--- src/hdl/aes128e_pkg.sv ---
// Shared constants and byte-level functions for the AES-128 encryption unit.
package aes128e_pkg;

  localparam int unsigned BlockW   = 128;
  localparam int unsigned HalfW    = 64;
  localparam int unsigned NumRound = 10;
  localparam int unsigned CfgIdxW  = 8;

  // Register indexes on the configuration port.
  localparam logic [CfgIdxW-1:0] RegKeyLow  = CfgIdxW'(0);
  localparam logic [CfgIdxW-1:0] RegKeyHigh = CfgIdxW'(1);

  localparam logic [7:0] SBOX [256] = '{
    8'h63,8'h7c,8'h77,8'h7b,8'hf2,8'h6b,8'h6f,8'hc5,8'h30,8'h01,8'h67,8'h2b,8'hfe,8'hd7,8'hab,8'h76,
    8'hca,8'h82,8'hc9,8'h7d,8'hfa,8'h59,8'h47,8'hf0,8'had,8'hd4,8'ha2,8'haf,8'h9c,8'ha4,8'h72,8'hc0,
    8'hb7,8'hfd,8'h93,8'h26,8'h36,8'h3f,8'hf7,8'hcc,8'h34,8'ha5,8'he5,8'hf1,8'h71,8'hd8,8'h31,8'h15,
    8'h04,8'hc7,8'h23,8'hc3,8'h18,8'h96,8'h05,8'h9a,8'h07,8'h12,8'h80,8'he2,8'heb,8'h27,8'hb2,8'h75,
    8'h09,8'h83,8'h2c,8'h1a,8'h1b,8'h6e,8'h5a,8'ha0,8'h52,8'h3b,8'hd6,8'hb3,8'h29,8'he3,8'h2f,8'h84,
    8'h53,8'hd1,8'h00,8'hed,8'h20,8'hfc,8'hb1,8'h5b,8'h6a,8'hcb,8'hbe,8'h39,8'h4a,8'h4c,8'h58,8'hcf,
    8'hd0,8'hef,8'haa,8'hfb,8'h43,8'h4d,8'h33,8'h85,8'h45,8'hf9,8'h02,8'h7f,8'h50,8'h3c,8'h9f,8'ha8,
    8'h51,8'ha3,8'h40,8'h8f,8'h92,8'h9d,8'h38,8'hf5,8'hbc,8'hb6,8'hda,8'h21,8'h10,8'hff,8'hf3,8'hd2,
    8'hcd,8'h0c,8'h13,8'hec,8'h5f,8'h97,8'h44,8'h17,8'hc4,8'ha7,8'h7e,8'h3d,8'h64,8'h5d,8'h19,8'h73,
    8'h60,8'h81,8'h4f,8'hdc,8'h22,8'h2a,8'h90,8'h88,8'h46,8'hee,8'hb8,8'h14,8'hde,8'h5e,8'h0b,8'hdb,
    8'he0,8'h32,8'h3a,8'h0a,8'h49,8'h06,8'h24,8'h5c,8'hc2,8'hd3,8'hac,8'h62,8'h91,8'h95,8'he4,8'h79,
    8'he7,8'hc8,8'h37,8'h6d,8'h8d,8'hd5,8'h4e,8'ha9,8'h6c,8'h56,8'hf4,8'hea,8'h65,8'h7a,8'hae,8'h08,
    8'hba,8'h78,8'h25,8'h2e,8'h1c,8'ha6,8'hb4,8'hc6,8'he8,8'hdd,8'h74,8'h1f,8'h4b,8'hbd,8'h8b,8'h8a,
    8'h70,8'h3e,8'hb5,8'h66,8'h48,8'h03,8'hf6,8'h0e,8'h61,8'h35,8'h57,8'hb9,8'h86,8'hc1,8'h1d,8'h9e,
    8'he1,8'hf8,8'h98,8'h11,8'h69,8'hd9,8'h8e,8'h94,8'h9b,8'h1e,8'h87,8'he9,8'hce,8'h55,8'h28,8'hdf,
    8'h8c,8'ha1,8'h89,8'h0d,8'hbf,8'he6,8'h42,8'h68,8'h41,8'h99,8'h2d,8'h0f,8'hb0,8'h54,8'hbb,8'h16
  };

  // Round constants, indexed by the round whose key is being derived backwards.
  localparam logic [7:0] RCON [NumRound] = '{
    8'h01,8'h02,8'h04,8'h08,8'h10,8'h20,8'h40,8'h80,8'h1b,8'h36
  };

  function automatic logic [7:0] xtime(input logic [7:0] x);
    xtime = {x[6:0], 1'b0} ^ (x[7] ? 8'h1b : 8'h00);
  endfunction

  // SubBytes and ShiftRows on a column-major state, byte i in bits 8i+7:8i.
  function automatic logic [BlockW-1:0] sub_shift(input logic [BlockW-1:0] s);
    logic [BlockW-1:0] t;
    t = '0;
    for (int c = 0; c < 4; c++) begin
      for (int r = 0; r < 4; r++) begin
        t[8*(r+4*c) +: 8] = SBOX[s[8*(r+4*((c+r)%4)) +: 8]];
      end
    end
    sub_shift = t;
  endfunction

  function automatic logic [BlockW-1:0] mix_columns(input logic [BlockW-1:0] s);
    logic [BlockW-1:0] t;
    logic [7:0] a0, a1, a2, a3, all;
    t = '0;
    for (int c = 0; c < 4; c++) begin
      a0  = s[32*c +: 8];
      a1  = s[32*c+8 +: 8];
      a2  = s[32*c+16 +: 8];
      a3  = s[32*c+24 +: 8];
      all = a0 ^ a1 ^ a2 ^ a3;
      t[32*c +: 8]    = a0 ^ all ^ xtime(a0 ^ a1);
      t[32*c+8 +: 8]  = a1 ^ all ^ xtime(a1 ^ a2);
      t[32*c+16 +: 8] = a2 ^ all ^ xtime(a2 ^ a3);
      t[32*c+24 +: 8] = a3 ^ all ^ xtime(a3 ^ a0);
    end
    mix_columns = t;
  endfunction

endpackage

--- src/hdl/aes128e_key_sched.sv ---
// Round-10 key registers and the backward key schedule that fills the round keys.
module aes128e_key_sched import aes128e_pkg::*; (
  input  logic                clk_i,
  input  logic                rst_ni,
  input  logic                cfg_valid_i,
  input  logic [CfgIdxW-1:0]  cfg_index_i,
  input  logic [HalfW-1:0]    cfg_data_i,
  output logic                busy_o,
  output logic [BlockW-1:0]   round_key_o [NumRound+1]
);

  logic [BlockW-1:0] key_q, key_d;
  logic [BlockW-1:0] work_q, work_d;
  logic [BlockW-1:0] rk_q [NumRound];
  logic [3:0]        cnt_q, cnt_d;
  logic              busy_q, busy_d;
  logic              key_wr;
  logic [BlockW-1:0] prev_key;
  logic [31:0]       c3;

  // Decode the register write; unknown indexes leave the key alone.
  always_comb begin
    key_d  = key_q;
    key_wr = 1'b0;
    if (cfg_valid_i) begin
      case (cfg_index_i)
        RegKeyLow: begin
          key_d[HalfW-1:0] = cfg_data_i;
          key_wr = 1'b1;
        end
        RegKeyHigh: begin
          key_d[BlockW-1:HalfW] = cfg_data_i;
          key_wr = 1'b1;
        end
        default: key_wr = 1'b0;
      endcase
    end
  end

  // One step of the inverse key schedule: round key cnt from round key cnt+1.
  always_comb begin
    c3 = work_q[127:96] ^ work_q[95:64];
    prev_key[127:96] = c3;
    prev_key[95:64]  = work_q[95:64] ^ work_q[63:32];
    prev_key[63:32]  = work_q[63:32] ^ work_q[31:0];
    prev_key[31:0]   = work_q[31:0] ^ {SBOX[c3[7:0]], SBOX[c3[31:24]], SBOX[c3[23:16]],
                                        SBOX[c3[15:8]] ^ RCON[cnt_q]};
  end

  // Sequencer control: a write restarts the walk from round nine down to zero.
  always_comb begin
    busy_d = busy_q;
    cnt_d  = cnt_q;
    work_d = work_q;
    if (key_wr) begin
      busy_d = 1'b1;
      cnt_d  = 4'(NumRound - 1);
      work_d = key_d;
    end else if (busy_q) begin
      work_d = prev_key;
      if (cnt_q == '0) begin
        busy_d = 1'b0;
      end else begin
        cnt_d = cnt_q - 4'd1;
      end
    end
  end

  always_ff @(posedge clk_i or negedge rst_ni) begin
    if (!rst_ni) begin
      key_q  <= '0;
      work_q <= '0;
      busy_q <= 1'b1;
      cnt_q  <= 4'(NumRound - 1);
    end else begin
      key_q  <= key_d;
      work_q <= work_d;
      busy_q <= busy_d;
      cnt_q  <= cnt_d;
    end
  end

  // Round key store, written one entry per step of the walk.
  always_ff @(posedge clk_i) begin
    if (busy_q && !key_wr) begin
      rk_q[cnt_q] <= prev_key;
    end
  end

  always_comb begin
    for (int r = 0; r < NumRound; r++) begin
      round_key_o[r] = rk_q[r];
    end
    round_key_o[NumRound] = key_q;
  end

  assign busy_o = busy_q;

endmodule

--- config.mk ---
export PLATFORM = sky130hd
export DESIGN_NAME = aes128e_key_sched
export DESIGN_NICKNAME = d
export VERILOG_FILES = /design/src/hdl/aes128e_pkg.sv /design/src/hdl/aes128e_key_sched.sv
export SDC_FILE = /design/constraint.sdc
export NUM_CORES = 2
export LEC_CHECK = 0
export ABC_AREA = 1
export BUFFER_PORTS_ARGS = -buffer_cell sky130_fd_sc_hd__buf_4
export CAP_MARGIN = 20
export CORE_AREA = 2 2 581 583
export DETAILED_ROUTE_END_ITERATION = 10
export DIE_AREA = 0 0 583 585
export PLACE_DENSITY_LB_ADDON = 0.08
export SLEW_MARGIN = 15
export SYNTH_ARGS = -nofsm -noshare
export SYNTH_HDL_FRONTEND = slang
export SYNTH_SLANG_ARGS = --single-unit
--- constraint.sdc ---
create_clock -name clk_i -period 28.5 [get_ports clk_i]
set_input_delay 0 -clock clk_i [delete_from_list [all_inputs] [get_ports clk_i]]
set_output_delay 0 -clock clk_i [all_outputs]
set_load 0.03 [all_outputs]
==> results.yml <==
outcome:
  outcome: "complete, no violations"
placed_design:
  post-dp-hpwl_mm: 245
  place_congestion: 0.896
  portBuffers: 1483
  dp.cells: 11200
worst_setup_path:
  path_cells: "inv_1 -> nor2_4 -> buf_12 -> inv_2 -> buf_4 -> nor2_4 -> buf_4 -> buf_4"
  crit_top_cell: "buf_4"
  crit_buf_inv: 6
  reg2reg_from: "busy_o"
  crit_path_end_kind: "flip-flop"
  cp_data_required_time_ps: 28930
  crit_type: "reg -> reg"
  cp_slowest_stage_delay_ps: 800
  r2r_slack_ps: 23950
  cp_top_family: "buffers and inverters"
  r2r_end: "rk_q[7][14]"
  crit_slowest_cell: "nor2_4"
  path_max_fanout: 42
  start_kind: "flip-flop"
  cp.arrival_ps: 4970
  rr_worst_depth: 8
power:
  netSwitchingFraction_pct: 49.4
  power.internal_w: 0.00622
  vdd_drop_max_uv: 74.3
  pwr-share-seq_pct: 28.6
  power_leakage_nw: 35.7
  p_switching_w: 0.00608
  p_comb_share_pct: 51.2
  powerDensity_nw_per_um2: 140
  clkPwrFrac_pct: 20.3
finish:
  area_delta_synth_final_pct: 39.4
  multi_input_comb_area_um2: 16000
  nets: 7219
  final-seq-area_um2: 45000
  drive_gt1_share_pct: 28.0
  fin_cells: 11700
  nFillCells: 35400
synthesis:
  syn_inst: 5418
  synth-seq-cells: 1541
  avgSynthCellArea_um2: 11.6
  synth.distinct_cells: 35
  synth_xor_area_share_pct: 1.26
  synth_adder_area_share_pct: 1.04
  yosysTopAreaCell: "edfxtp_1"
  ys_top_cells_by_count: "nand2_1, edfxtp_1, nand3_1"
  synth_fp_nets: 5545
  synth_top_family_by_area: "simple AND/OR/NAND/NOR gates"
  synth_edf_count: 1280
  synth_compound_area_share_pct: 2.79
  netlist_area_um2: 62900
  synth.most_common_cell: "nand2_1"
  seq_area_frac_synth_pct: 71.6
  synth.area.mux_share_pct: 0
  netlist.area_leader.share_pct: 61.2
  synth_top_flop_cell: "edfxtp_1"
  synth_simple_gate_area_share_pct: 19.4
  yosys-top-cells-area: "edfxtp_1, dfrtp_1, nand2_1"
  yosysWarnings: 0
  ys_async_sr_fraction_pct: 16.9
worst_hold_path:
  min_from: "cfg_data_i[37]"
  holdPathEnd: "key_q[37]"
  min_path_type: "in -> reg"
  whs_path_depth: 4
floorplanning:
  die_w_um: 583
  die-area_um2: 341000
  start_util_pct: 18.7
  io_pins: 1484
  rows: 213
  die_y_um: 585
  core_um2: 335000
timing:
  hold_viol_final: 0
  maxSlewHeadroom_pct: 24.8
  fin_crit_ps: 4550
  rsz0062_at_grt: "false"
  maxSlewViolCount: 0
  finalSetupViolations: 0
  finalCritPeriodShare_pct: 16.0
  worst_pin_slew_ps: 1130
  clock_skew_ps: 87.0
  max_clock_freq_mhz: 220
  tns_ps: 0
cts:
  clock-sinks: 1541
  clockBufferDepth: 4
  cts.clk_slew.worst_paths_ps: 60
  clockRootBuffer: "clkbuf_16"
  clk_latency_ps: 890
  cts_resized: 0
  cts-htree-levels: 4
  numCtsBuffers: 189
  cts_tree: "yes"
drt:
  drtAntennaViolNets: 0
  drt_drc_violations_left: 0
  drtIter0Drc: 4666
  vias_per_cell: 4.31
  first_pass_iters: 8
  wl_mm: 344
  vias: 50300
  dr_wl_met2_mm: 168
  dr_wl_met3_mm: 24.8
  top_layer_used: "met5"
  wl_per_cell_um: 29.5
  met1_length_mm: 141
global_route:
  grt_pass1_wl_mm: 456
  antenna_found_initial: 37
  grt_max_degree: 121
  grt_pass1_vias: 49300
  grt-ovfl-total: 0
  track_usage_pct: 19.3
run:
  maxCapViolations: 0
[power groups by stage]
stage          clock network, W  logic [W]  registers, W
2_1_floorplan                 0    0.00334       0.00355
3_3_place_gp                  0    0.00632       0.00356
3_5_place_dp                  0    0.00627       0.00356
4_1_cts                 0.00258    0.00631       0.00352
5_1_grt                 0.00266    0.00683       0.00353
6_report                0.00249    0.00629       0.00351
[final cells by class]
cell class	instances	area share, %
Sequential cell	1541	51.3
Clock buffer	232	5.71
Inverter	355	1.53
Multi-Input combinational cell	3269	18.2
Antenna cell	12	0.0343
Clock inverter	116	1.50
Timing Repair Buffer	1736	15.4
Tap cell	4407	6.29
[what timing repair did]
| item | 4_1_cts | 5_1_grt |
|---|---|---|
| hold buffers | 118 | 0 |
| endpoints found under the hold margin | 458 | 0 |
| setup buffers | 0 | 0 |
[kinds of logic (layout without fill, tap and decap cells)]
logic type      after synthesis  in the layout
other cells                   0             12
flops                      1541           1541
xor+xnor                     87             87
compound gates              291            291
buf+inv                     608           2439
simple gates               2839           2839
fa+ha+maj                    52             52
[stage by stage]
step / hold WS [ps] / setup slack (ps) / power [W] / cell area, um2 / utilization (%)
global placement: 102 / 23180 / 0.00988 / 79900 / 23.8
finish: 55.6 / 23950 / 0.0123 / 87600 / 26.1
global route: 20.8 / 23750 / 0.0130 / 87600 / 26.1
detailed placement: 101 / 23240 / 0.00983 / 80000 / 23.9
floorplan: -296 / 17760 / 0.00689 / 62900 / -
CTS: 0.626 / 23440 / 0.0124 / 87600 / 26.1
[sequential cells by signal (all words and copies together) (netlist names)]
name / flops
key_q: 128
cnt_q: 4
busy_o: 1
work_q: 128
rk_q: 1280
[how the worst max path moves through the flow]
stage                              start            to  slack [ps]  cells after the start
final                             busy_o   rk_q[7][14]       23950                      8
after global routing              busy_o  rk_q[7][112]       23750                      8
after CTS                         busy_o   rk_q[7][12]       23440                      7
after detailed placement  cfg_index_i[2]  rk_q[4][112]       23240                     11
after global placement    cfg_index_i[6]  rk_q[7][113]       23180                     12
after floorplan                   busy_o    rk_q[1][0]       17760                      5
[worst min-delay path, delay by kind of cell]
family	cells	cell delay [ps]
AOI/OAI and AO/OA	1	130
buffers and inverters	3	770
[layout by cell type, fill, tap and decap left out, drive strengths merged, types with 11 or more instances in the layout]
| master | synthesis | routed |
|---|---|---|
| clkinv | 9 | 82 |
| clkbuf | 123 | 232 |
| o21ai | 110 | 110 |
| inv | 346 | 356 |
| dlygate4sd3 | 0 | 117 |
| diode | 0 | 12 |
| buf | 130 | 1619 |
| o221ai | 17 | 17 |
| nor2 | 124 | 124 |
| dfrtp | 258 | 258 |
| o22ai | 31 | 31 |
| xnor2 | 12 | 12 |
| edfxtp | 1280 | 1280 |
| nand3 | 1097 | 1097 |
| ha | 52 | 52 |
| nand4 | 12 | 12 |
| bufinv | 0 | 22 |
| clkinvlp | 0 | 11 |
| xor2 | 75 | 75 |
| o211ai | 77 | 77 |
| and2 | 25 | 25 |
| a21oi | 54 | 54 |
| nand2 | 1566 | 1566 |
[routing by layer]
metal | global-route usage (%) | vias up
met2 | 33.0 | 2074
li1 | - | 22200
met5 | 0 | -
met4 | 5.36 | 2
met1 | 24.0 | 25700
met3 | 4.71 | 332
Note: power is estimated with default switching activity, not from simulation.
